### src/hw/rtl/binary_blob_contour_tracer_assert.svh
// Assertion macros for the contour tracer.
`ifndef BINARY_BLOB_CONTOUR_TRACER_ASSERT_SVH
`define BINARY_BLOB_CONTOUR_TRACER_ASSERT_SVH

// same-cycle implication
`define BBCT_ASSERT_SAME(label, clk, rst, ante, cons) \
   label: assert property (@(posedge clk) disable iff (rst) (ante) |-> (cons)) \
      else $error("bbct: same-cycle check failed");

// next-cycle implication
`define BBCT_ASSERT_NEXT(label, clk, rst, ante, cons) \
   label: assert property (@(posedge clk) disable iff (rst) (ante) |=> (cons)) \
      else $error("bbct: next-cycle check failed");

`endif

### src/hw/rtl/bbct_pkg.sv
`default_nettype none
package bbct_pkg;

   localparam int COORD_W     = 6;
   localparam int DIM_W       = 7;
   localparam int VALUE_W     = 8;
   localparam int COORD_LIMIT = 64;
   localparam int NUM_DIRS    = 4;

   localparam logic [VALUE_W-1:0] FG_VALUE = 8'd255;

   localparam logic REG_WIDTH  = 1'b0;
   localparam logic REG_HEIGHT = 1'b1;

   typedef enum logic [1:0] {
      CMD_LOAD    = 2'd0,
      CMD_FIND    = 2'd1,
      CMD_ADVANCE = 2'd2,
      CMD_NONE    = 2'd3
   } cmd_type;

   typedef enum logic [1:0] {
      DIR_UP    = 2'd0,
      DIR_RIGHT = 2'd1,
      DIR_DOWN  = 2'd2,
      DIR_LEFT  = 2'd3
   } dir_type;

   typedef enum logic [1:0] {
      ST_IDLE,
      ST_SCAN,
      ST_TRACE
   } state_type;

   // controller -> datapath
   typedef struct packed {
      logic wr_pixel;
      logic rsp_echo;
      logic rsp_zero;
      logic rsp_nostart;
      logic scan_init;
      logic scan_step;
      logic scan_hit;
      logic scan_miss;
      logic adv_init;
      logic adv_step;
      logic adv_hit;
      logic adv_miss;
   } ctl_type;

   // datapath -> controller
   typedef struct packed {
      logic start_valid;
      logic img_empty;
      logic hit;
      logic scan_end;
      logic adv_end;
   } sts_type;

endpackage
`default_nettype wire

### src/hw/rtl/bbct_ctrl.sv
`default_nettype none
module bbct_ctrl (
   input  logic              clock,
   input  logic              reset,
   input  logic              req_valid,
   output logic              req_ready,
   input  logic [1:0]        req_command,
   output logic              rsp_valid,
   input  logic              rsp_ready,
   input  bbct_pkg::sts_type sts,
   output bbct_pkg::ctl_type ctl
);

   bbct_pkg::state_type state_ff, state_in;
   bbct_pkg::cmd_type   cmd;
   logic                rsp_valid_ff, rsp_valid_in;
   logic                slot_free;
   logic                accept;
   logic                done;

   assign cmd       = bbct_pkg::cmd_type'(req_command);
   assign slot_free = !rsp_valid_ff || rsp_ready;
   assign req_ready = (state_ff == bbct_pkg::ST_IDLE) && slot_free;
   assign accept    = req_valid && req_ready;
   assign rsp_valid = rsp_valid_ff;

   always_comb begin
      state_in = state_ff;
      unique case (state_ff)
         bbct_pkg::ST_IDLE: begin
            if (accept) begin
               unique case (cmd) inside
                  bbct_pkg::CMD_FIND: begin
                     if (!sts.img_empty) state_in = bbct_pkg::ST_SCAN;
                  end
                  bbct_pkg::CMD_ADVANCE: begin
                     if (sts.start_valid) state_in = bbct_pkg::ST_TRACE;
                  end
                  bbct_pkg::CMD_LOAD, bbct_pkg::CMD_NONE: state_in = bbct_pkg::ST_IDLE;
               endcase
            end
         end
         bbct_pkg::ST_SCAN: begin
            if (sts.hit || sts.scan_end) state_in = bbct_pkg::ST_IDLE;
         end
         bbct_pkg::ST_TRACE: begin
            if (sts.hit || sts.adv_end) state_in = bbct_pkg::ST_IDLE;
         end
         default: state_in = bbct_pkg::ST_IDLE;
      endcase
   end

   always_comb begin
      ctl  = '0;
      done = 1'b0;
      unique case (state_ff)
         bbct_pkg::ST_IDLE: begin
            if (accept) begin
               unique case (cmd)
                  bbct_pkg::CMD_LOAD: begin
                     ctl.wr_pixel = 1'b1;
                     ctl.rsp_echo = 1'b1;
                     done         = 1'b1;
                  end
                  bbct_pkg::CMD_FIND: begin
                     if (sts.img_empty) begin
                        ctl.scan_miss = 1'b1;
                        done          = 1'b1;
                     end else begin
                        ctl.scan_init = 1'b1;
                     end
                  end
                  bbct_pkg::CMD_ADVANCE: begin
                     if (sts.start_valid) begin
                        ctl.adv_init = 1'b1;
                     end else begin
                        ctl.rsp_nostart = 1'b1;
                        done            = 1'b1;
                     end
                  end
                  bbct_pkg::CMD_NONE: begin
                     ctl.rsp_zero = 1'b1;
                     done         = 1'b1;
                  end
               endcase
            end
         end
         bbct_pkg::ST_SCAN: begin
            if (sts.hit) begin
               ctl.scan_hit = 1'b1;
               done         = 1'b1;
            end else if (sts.scan_end) begin
               ctl.scan_miss = 1'b1;
               done          = 1'b1;
            end else begin
               ctl.scan_step = 1'b1;
            end
         end
         bbct_pkg::ST_TRACE: begin
            if (sts.hit) begin
               ctl.adv_hit = 1'b1;
               done        = 1'b1;
            end else if (sts.adv_end) begin
               ctl.adv_miss = 1'b1;
               done         = 1'b1;
            end else begin
               ctl.adv_step = 1'b1;
            end
         end
         default: begin
            ctl  = '0;
            done = 1'b0;
         end
      endcase
   end

   always_comb begin
      if (done) begin
         rsp_valid_in = 1'b1;
      end else if (rsp_ready) begin
         rsp_valid_in = 1'b0;
      end else begin
         rsp_valid_in = rsp_valid_ff;
      end
   end

   always_ff @(posedge clock) begin
      if (reset) begin
         state_ff     <= bbct_pkg::ST_IDLE;
         rsp_valid_ff <= 1'b0;
      end else begin
         state_ff     <= state_in;
         rsp_valid_ff <= rsp_valid_in;
      end
   end

endmodule
`default_nettype wire

### config.mk
export PLATFORM = sky130hd
export DESIGN_NAME = bbct_ctrl
export DESIGN_NICKNAME = d
export VERILOG_FILES = /design/src/hw/rtl/binary_blob_contour_tracer_assert.svh /design/src/hw/rtl/bbct_pkg.sv /design/src/hw/rtl/bbct_ctrl.sv
export SDC_FILE = /design/constraint.sdc
export NUM_CORES = 1
export LEC_CHECK = 0
export BUFFER_PORTS_ARGS = -buffer_cell sky130_fd_sc_hd__buf_2
export CAP_MARGIN = 20
export CORE_AREA = 3 3 40 42
export DETAILED_ROUTE_END_ITERATION = 6
export DIE_AREA = 0 0 43 45
export SYNTH_ARGS = -nofsm -noshare
export SYNTH_HDL_FRONTEND = slang
export SYNTH_SLANG_ARGS = --single-unit
### constraint.sdc
create_clock -name clock -period 3.3 [get_ports clock]
set_input_delay 0.495 -clock clock [delete_from_list [all_inputs] [get_ports clock]]
set_output_delay 0.495 -clock clock [all_outputs]
set_load 0.01 [all_outputs]
======== After elaboration in Yosys (flattened, before gate mapping) ========
Cells that the tools add are included.
word-level totals
  word-level logic and storage cells ...... 63
  bits in registers ....................... 3
  bits in read-only memories .............. 0
  output and inout bits ................... 14
  memories ................................ 0
  input bits .............................. 11
  bits in latches ......................... 0
  bits in writable memories ............... 0
cells by class
  eq/ne operators ......................... 10
  add/sub/neg operators ................... 0
  reductions and logical operators ........ 11
  div/mod/pow operators ................... 0
  multipliers ............................. 0
  shifts and indexed selects .............. 0
  $lt $le $gt $ge ......................... 0
  bitwise gates (word level) .............. 0
  multiplexer cells ....................... 40
operators by type and width
  cell                                                             count
  1-bit 2-to-1 mux                                                 24
  2-bit 2-to-1 mux                                                 8
  2-bit case mux with 3 select lines                               2
  5-bit 2-to-1 mux                                                 2
  2-bit == test, second input constant                             3
  2-bit != test, second input constant                             3
  3-bit != test, second input constant                             2
  1-bit case mux with 3 select lines                               2
  5-bit AND reduction                                              1
  2-bit by 1-bit == test with 1-bit output, second input constant  2
  2-bit logical NOT                                                2
  1-bit logical OR                                                 3
  3-bit 2-to-1 mux                                                 1
  1-bit logical AND                                                2
  1-bit case mux with 2 select lines                               1
  2-bit nonzero test                                               1
  2-bit OR reduction                                               1
  1-bit logical NOT                                                1

======== Depth between registers and ports, before layout ========
Gate-level depths: netlist of the first run.
  depth in word-level cells ............... 7
  gate-level depth with buffers ........... 6
  mapped depth without buffers ............ 6

======== Least setup slack after synthesis of the first run ========
OpenSTA, ideal clock, no wires.
  path type ............................... input to output
  start ................................... input rsp_ready
  end ..................................... output ctl[11] (netlist name)
  data required time ...................... 2.805 ns
  path buffers ............................ 1
  slack ................................... 1.593 ns
  stages .................................. 4
  arrival ................................. 1.212 ns
  path through ............................ nand2b_1 and3_1 and2_1 buf_4
RTL lines
  element             RTL line         source
  start: declaration  bbct_ctrl.sv:9   input logic rsp_ready,
  end: declaration    bbct_ctrl.sv:11  output bbct_pkg::ctl_type ctl

==> metrics.cfg, run 1 <==
[run_status]
status = finished, final reports clean

[critical_path]
path_cells = inv_1, ha_1, and3_1, nand2_1, o21ai_0, buf_2
worstSetupPathType = reg2out
cpPeakStageDelay_ps = 340
crit_arrival_ps = 1580
critical_path.endpoint_type = output port
cp_slowest_cell = dfxtp_1
r2r_setup_slack_ps = 1880
crit_fanout = 8
cp-start-kind = flop
reg2regPathDepth = 5
required_ps = 2800

[timing]
clock_skew_ps = 8.46
grt_setup_unrepaired = no
finalSetupTns_ps = 0
fin_crit_ps = 2080
relSlewSlack_pct = 78.0
max_freq_ghz = 0.481
setup-violations-final = 0
period_share_pct = 63.0
slew_viol_final = 0
worst_slew_pin_slew_ps = 330
finalHoldViolations = 0
setup_ws_ps = 1220

[clock_network]
clock_latency_ps = 250
cts_buffer_depth = 2
post_cts_buffers = 0
hold_buffers = 0
clk_pin_slew_ps = 40
cts_buffers = 3
root_buffer = clkbuf_4
htree_levels = 1
cts_resized = 0
tritoncts = yes
cts_sinks = 3

[logic_synthesis]
yosys.area.top_type_share_pct = 25.1
yosysTopAreaCell = ha_1
synth-edff-count = 0
yosys_register_bits = 3
netlist_instances = 57
synth.distinct_cells = 25
yosys-top-cells-area = ha_1 25%, dfxtp_1 13%, and2_1 7.0%, nand2_1 5.0%, and3_1 4.2%
ys.flop_type = dfxtp_1
synthArstFlopShare_pct = 0
yosysMostFrequentCell = ha_1
syn_avg_cell_area_um2 = 7.86
ys_warn_count = 0
synth_commonest_cells = 9 x ha_1, 6 x nand2_1, 5 x and2_1, 5 x inv_1
syn-num-nets = 77
synth_area_um2 = 448
ys_seq_area_share_pct = 13.4

[routing]
drcViolationCount = 0
dr.pass1.iters = 4
viasPerCell = 5.07
vias = 502
drt_wl_total_um = 1060
ant_nets = 0
drt_first_iter_violations = 9
avgRoutedWirePerCell_um = 10.7

[pwr]
sequentialPowerShare_pct = 25.1
sw_frac_of_total_pct = 33.3
leakage_nw = 0.343
peakVddDrop_mv = 0.126
switchingPower_mw = 0.0545
p_per_area_nw_per_um2 = 270
power_frac_clock_pct = 42.5
p_int_mw = 0.109
p_comb_share_pct = 32.4

[final_layout]
fin_util_pct = 47.1
nets = 105
syn2layout_area_growth_pct = 35.2
drive_gt1_share_pct = 34.5
antenna_cells = 0

[run]
drv_cap = 0

[floorplan]
die_y_um = 45
die_width_um = 43
dieArea_um2 = 1940
ios = 25
start_util_pct = 34.9
num_rows = 13
core_area_um2 = 1280

[global_routing]
antenna_found_initial = 0
grt.overflow.total = 0
grt_pass1_vias = 444
grt_pass1_wl_um = 1720
grt_use_total_pct = 11.3
grt_max_degree = 9

[place]
gp_congestion = 0.729
dp_slack_ps = 1440
io_buffers = 24
hpwl_um = 838

[hold_path]
hold_class = in2reg
whs_path_depth = 2

-- final timing paths --
kind,end,from
worst min-delay path,rsp_valid$_SDFFE_PP0P_,reset
worst max register to register,state_ff[0]$_SDFFE_PP0P_,state_ff[0]$_SDFFE_PP0P_
worst min register to register,rsp_valid$_SDFFE_PP0P_,rsp_valid$_SDFFE_PP0P_
worst max-delay path,ctl[4],state_ff[0]$_SDFFE_PP0P_
-- power by group through the flow --
stage               combinational (mW)  sequential, mW  clock [mW]
detailed placement              0.0530          0.0418           0
floorplan                       0.0318          0.0420           0
finish                          0.0530          0.0411      0.0694
global route                    0.0606          0.0413      0.0709
CTS                             0.0537          0.0411      0.0706
global placement                0.0530          0.0416           0
-- cells in the final DEF, fill, tap and decap left out, types with 2 or more instances in the layout --
cell type  netlist  routed
o21ai_0          2       2
nand2b_1         3       3
and2_1           5       5
ha_1             9       9
nor2_1           2       2
dfxtp_1          3       3
o41ai_1          2       2
buf_2            0      24
inv_1            5       5
a32oi_1          2       2
nand2_1          6       6
nor3b_1          2       2
clkbuf_4         0       3
and3_1           3       3
-- cells by family after synthesis --
kind of cell	synth area share [%]
AO/OA/AOI/OAI	17.9
flip-flops	13.4
buffers and inverters	5.87
adder cells (fa/ha/maj)	25.1
AND/OR/NAND/NOR	37.7
-- cell type report --
type	instances	area, um2
Tap cell	15	18.8
Sequential cell	3	60.1
Clock buffer	4	26.3
Multi-Input combinational cell	48	362
Inverter	5	18.8
Fill cell	135	679
Timing Repair Buffer	24	120
-- metal layers --
layer  global-route usage (%)  share of wire (%)  vias to the layer above
met3                     1.59                7.4                        2
met5                        0                  0                        -
met4                     5.42                2.1                        0
met2                     20.4                 48                       19
met1                     13.2                 43                      226
li1                         -                  -                      255
-- sequential cells by signal (all words and copies together), names as in the netlist --
register / cells
rsp_valid: 1
state_ff: 2
-- critical path: cells and delay by family (launching register included) --
family                     cells  cell delay (ps)
DFF                            1              340
and+or+nand+nor                2              330
adders and majority gates      1              280
buffers and inverters          2              240
AOI/OAI and AO/OA              1              140
-- per-stage QoR --
stage                     cells  power, mW  area [um2]  hold slack (ps)
after floorplan              57     0.0738         448              524
after global placement       95     0.0946         579              572
after detailed placement     95     0.0948         579              581
after CTS                    99      0.165         606              453
after global routing         99      0.173         606              465
final                        99      0.164         606              454
Note: power is estimated with default switching activity, not from simulation.
==> inputs of run 2 (changes only) <==
PLACE_DENSITY = 0.66   (was not set)
clock period = 1.81 ns   (was 3.3 ns; I/O delays follow)
==> run 2 against run 1 <==
- register-to-register slack got worse by 1500 ps
- sequential share of layout area shrank 0.20 points
- final cell count is 1.0% higher
- critical endpoint is now ctl[3]
==> metrics.cfg, run 2 (same netlist as run 1, synthesis figures left out) <==
[run_status]
status = finished, final reports clean

[critical_path]
path_buf_inv = 2  ; unchanged
required_ps = 1540  ; -1260 ps
crit_arrival_ps = 1430  ; -150 ps
critical_path.endpoint_type = output port
worstSetupPathType = reg2out
cp_top_family = flip-flops
path_cells = inv_1, ha_1, and3_4, and3_2, buf_2
crit_path_start = state_ff[0]$_SDFFE_PP0P_
cpPeakStageDelay_ps = 400  ; +60 ps
cp-start-kind = flop
crit_fanout = 5  ; -3
cp_slowest_cell = dfxtp_1
reg2reg_from = state_ff[0]$_SDFFE_PP0P_

[final_layout]
largest_reg_flops = 2  ; unchanged
final_common_cell = buf_2
syn2layout_area_growth_pct = 38.0
layout_common_cells = 24 x buf_2, 9 x ha_1, 6 x nand2_1, 5 x inv_1, 5 x and2_1
nets = 106  ; +0.95%
top_register = state_ff
drive_gt1_share_pct = 36.5  ; +1.9 points
antenna_cells = 0  ; unchanged

[global_routing]
grt.overflow.total = 0  ; unchanged
grt_use_total_pct = 12.0  ; +0.66 points
antenna_found_initial = 0  ; unchanged
grt_pass1_wl_um = 1800  ; +4.8%
grt_pass1_vias = 469  ; +5.6%
grt_max_degree = 9  ; unchanged

[routing]
drcViolationCount = 0  ; unchanged
viasPerCell = 4.96  ; -2.2%
vias = 496  ; -1.2%
drt_first_iter_violations = 3  ; -6
dr.pass1.iters = 4  ; unchanged
drt_wl_total_um = 1110  ; +5.0%
avgRoutedWirePerCell_um = 11.1  ; +3.9%
ant_nets = 0  ; unchanged

[timing]
grt_setup_unrepaired = no
relSlewSlack_pct = 82.1  ; +4.1 points
clock_skew_ps = 8.23  ; -0.231 ps
finalHoldViolations = 0  ; unchanged
finalSetupTns_ps = 0  ; unchanged
setup_ws_ps = 108  ; -1110 ps
max_freq_ghz = 0.587
period_share_pct = 94.1
fin_crit_ps = 1700
worst_slew_pin_slew_ps = 265  ; -64.8 ps
slew_viol_final = 0  ; unchanged
setup-violations-final = 0  ; unchanged

[run]
drv_cap = 0  ; unchanged

[place]
gp_congestion = 0.854  ; +17%
hpwl_um = 911  ; +8.6%
io_buffers = 24  ; unchanged
dp_slack_ps = 313  ; -1130 ps

[floorplan]
start_util_pct = 34.9  ; unchanged
num_rows = 13  ; unchanged
die_y_um = 45  ; unchanged
ios = 25  ; unchanged
die_width_um = 43  ; unchanged
core_area_um2 = 1280  ; unchanged
dieArea_um2 = 1940  ; unchanged

[clock_network]
post_cts_buffers = 0  ; unchanged
clock_latency_ps = 240  ; about the same
cts_sinks = 3  ; unchanged
cts_resized = 0  ; unchanged
cts_buffers = 3  ; unchanged
root_buffer = clkbuf_4
tritoncts = yes
htree_levels = 1  ; unchanged
clk_pin_slew_ps = 40  ; about the same
cts_buffer_depth = 2  ; unchanged
hold_buffers = 0  ; unchanged

[pwr]
p_comb_share_pct = 34.5  ; +2.1 points
sequentialPowerShare_pct = 25.2  ; about the same
power_frac_clock_pct = 40.3  ; -2.2 points
sw_frac_of_total_pct = 32.1  ; -1.3 points
peakVddDrop_mv = 0.219  ; +73%
p_int_mw = 0.203  ; +86%
switchingPower_mw = 0.0956  ; +75%
p_per_area_nw_per_um2 = 483  ; +79%
leakage_nw = 0.348  ; +1.2%

[hold_path]
hold_class = in2reg
holdCritStartpoint = reset

-- run 2: path summary, 6_finish.rpt --
check                                           endpoint  slack, ps  cells after the start
worst min-delay path              rsp_valid$_SDFFE_PP0P_        240                      2
worst min register to register    rsp_valid$_SDFFE_PP0P_        600                      2
worst max-delay path                              ctl[3]        110                      5
worst max register to register  state_ff[0]$_SDFFE_PP0P_        400                      5
-- run 2: area by class of cell --
| cell class | instances | area, um2 |
|---|---|---|
| tap | 15 | 18.8 |
| sequential | 3 | 60.1 |
| multi-input combinational | 48 | 367 |
| clock buffer | 4 | 26.3 |
| timing repair buffer | 25 | 128 |
| inverter | 5 | 18.8 |
| fill | 136 | 667 |
-- run 2: per-stage QoR --
step | util, % | hold WS (ps) | std cells | cell area, um2 | power, mW
after floorplan | - | 341 | 57 | 448 | 0.135
after global placement | 45.7 | 487 | 96 | 587 | 0.175
after detailed placement | 45.7 | 490 | 96 | 587 | 0.176
after CTS | 47.7 | 239 | 100 | 613 | 0.297
after global routing | 48.1 | 243 | 100 | 618 | 0.319
final | 48.1 | 241 | 100 | 618 | 0.298
-- run 2: worst reg2reg max path: stages, from the launching register on --
cell and delay [ps]:
dfxtp_1 400, inv_1 90, ha_1 250, nand2b_1 110
a21oi_1 110, o41ai_1 350
-- run 2: layer usage --
metal  wire length, um  part of all wire, %  global-route usage [%]
met1               495                   44                    13.7
met2               552                   50                    21.9
met3                66                  5.9                    2.39
met4                 0                    0                    4.82
met5                 0                    0                       0
-- run 2: power groups by stage --
stage	combinational (mW)	sequential, mW	clock [mW]
floorplan	0.0581	0.0765	0
global placement	0.0988	0.0759	0
detailed placement	0.0997	0.0765	0
CTS	0.101	0.0752	0.122
global route	0.116	0.0759	0.127
finish	0.103	0.0753	0.120
==> inputs of run 3 (changes only) <==
clock period = 1.4 ns   (was 1.81 ns; I/O delays follow)
==> run 3 against run 2 <==
- the flow now finishes with violations (negative setup slack)
- sequential power rose by 27%
- cell area up 12%
- clock skew hardly changed
- via count up 3.6%
- final cell count rose by 3.0%
- clock power increased by 29%
- die area stayed put
- hold slack lost 40 ps
- combinational power grew 51%
- setup slack got worse by 180 ps
==> metrics.cfg, run 3 (same netlist as run 1, synthesis figures left out) <==
[run_status]
status = finished, violations left
violations = negative setup slack

[final_layout]
seqCellArea_um2 = 62.6  ; +4.2%
largest_reg_flops = 2  ; unchanged
syn2layout_area_growth_pct = 55.0
top_register = state_ff
design_area_um2 = 694  ; +12%
num-fill-cells = 139  ; +2.2%
multi_input_area_um2 = 412  ; +12%
drive_gt1_share_pct = 51.1  ; +15 points
final_common_cell = buf_2
antenna_cells = 0  ; unchanged
fin_util_pct = 54.0  ; +5.9 points
nets = 109  ; +2.8%
layout_common_cells = 23 x buf_2, 8 x ha_1, 5 x and2_1, 5 x nand2_1, 4 x buf_4

[global_routing]
grt.overflow.total = 0  ; unchanged
met3_usage_pct = 1.59  ; -0.80 points
grt_max_degree = 9  ; unchanged
antenna_found_initial = 0  ; unchanged
grt.met2_usage_pct = 27.8  ; +6.0 points
grt_pass1_wl_um = 2030  ; +13%
grt_pass1_vias = 480  ; +2.3%
gr-usage-met1_pct = 14.4  ; +0.69 points
grt_use_total_pct = 13.5  ; +1.6 points
busiest_layer = met2

[pwr]
power_frac_clock_pct = 38.1  ; -2.2 points
switchingPower_mw = 0.133  ; +39%
p_int_mw = 0.274  ; +35%
peakVddDrop_mv = 0.301  ; +37%
sequentialPowerShare_pct = 23.6  ; -1.6 points
p_comb_share_pct = 38.3  ; +3.8 points
leakage_nw = 0.377  ; +8.3%
sw_frac_of_total_pct = 32.7  ; +0.67 points
p_per_area_nw_per_um2 = 586  ; +21%

[place]
hpwl_um = 942  ; +3.5%
dpl_cell_area_um2 = 612  ; +4.3%
gp_congestion = 0.751  ; -12%
io_buffers = 24  ; unchanged

[floorplan]
core_area_um2 = 1280  ; unchanged
die_y_um = 45  ; unchanged
start_util_pct = 34.9  ; unchanged
dieArea_um2 = 1940  ; unchanged
die_width_um = 43  ; unchanged
ios = 25  ; unchanged
num_rows = 13  ; unchanged

[routing]
dr.pass1.iters = 4  ; unchanged
drcViolationCount = 0  ; unchanged
ant_nets = 0  ; unchanged
viasPerCell = 4.99  ; +0.61%
vias = 514  ; +3.6%
drt_first_iter_violations = 7  ; +4
drt_wl_total_um = 1240  ; +11%
avgRoutedWirePerCell_um = 12.0  ; +7.9%

[clock_network]
clk_pin_slew_ps = 40  ; about the same
clock_latency_ps = 240  ; about the same
tritoncts = yes
cts_buffers = 3  ; unchanged
htree_levels = 1  ; unchanged
cts_buffer_depth = 2  ; unchanged
cts_sinks = 3  ; unchanged
root_buffer = clkbuf_4

[timing]
grt_setup_unrepaired = yes
setup-violations-final = 9  ; +9
slew_viol_final = 0  ; unchanged
worst_slew_pin_slew_ps = 247  ; -17.6 ps
max_freq_ghz = 0.681
period_share_pct = 105
finalHoldViolations = 0  ; unchanged
fin_crit_ps = 1470
setup_ws_ps = -68.8  ; -176 ps
relSlewSlack_pct = 83.3  ; +1.2 points
clock_skew_ps = 8.50  ; +0.273 ps

[hold_path]
hold_class = in2reg

[critical_path]
crit_fanout = 4  ; -1
worstSetupPathType = reg2out
crit_arrival_ps = 1260  ; -170 ps
critical_path.endpoint_type = output port
cp-start-kind = flop
required_ps = 1190  ; -350 ps

[run]
drv_cap = 0  ; unchanged

[run 3: layer usage]
layer  vias up  wire length (um)
met5         -                 0
met2        19               659
met1       230               500
met3         0                79
li1        265                 -
met4         0                 0
[run 3: stage by stage]
| stage | total power, mW | worst slack, ps | hold WS [ps] | TNS [ps] | std cells |
|---|---|---|---|---|---|
| 3_3_place_gp | 0.233 | 43.1 | 426 | 0 | 99 |
| 2_1_floorplan | 0.175 | 34.9 | 279 | 0 | 57 |
| 4_1_cts | 0.406 | -77.8 | 176 | -442 | 103 |
| 5_1_grt | 0.441 | -127 | 200 | -1040 | 103 |
| 3_5_place_dp | 0.235 | -10.6 | 426 | -10.6 | 99 |
| 6_report | 0.407 | -68.8 | 202 | -372 | 103 |
[run 3: path summary, 6_finish.rpt]
check	slack (ps)	end	start	cells after the start
max	-70	ctl[4]	state_ff[1]$_SDFFE_PP0P_	6
min	200	rsp_valid$_SDFFE_PP0P_	reset	2
max reg2reg	80	state_ff[0]$_SDFFE_PP0P_	state_ff[0]$_SDFFE_PP0P_	6
min reg2reg	620	state_ff[1]$_SDFFE_PP0P_	state_ff[1]$_SDFFE_PP0P_	3
[run 3: timing repair]
item | in CTS | in global routing
setup endpoints to repair | 11 | 15
cloned | 0 | 0
hold buffers | 0 | 0
pin swaps | 3 | 3
buffers inserted | 0 | 0
resized for setup | 10 | 5
[run 3: worst max-delay path, stage by stage, from the launching register on]
cell and delay [ps]:
dfxtp_2 330, inv_2 80, ha_4 140, and3_4 190, nand2_2 50, o21ai_1 100, buf_2 140
[run 3: layout make-up]
class,instances,share of cell area (%)
clock buffer,4,3.78
tap,15,2.70
sequential,3,9.01
timing repair buffer,28,22.5
multi-input combinational,48,59.3
inverter,5,2.70
[run 3: power groups by stage]
stage,logic [mW],registers (mW),clock network (mW)
6_report,0.156,0.0960,0.155
5_1_grt,0.174,0.0962,0.171
4_1_cts,0.150,0.0959,0.161
3_5_place_dp,0.138,0.0966,0
3_3_place_gp,0.136,0.0962,0
2_1_floorplan,0.0758,0.0989,0
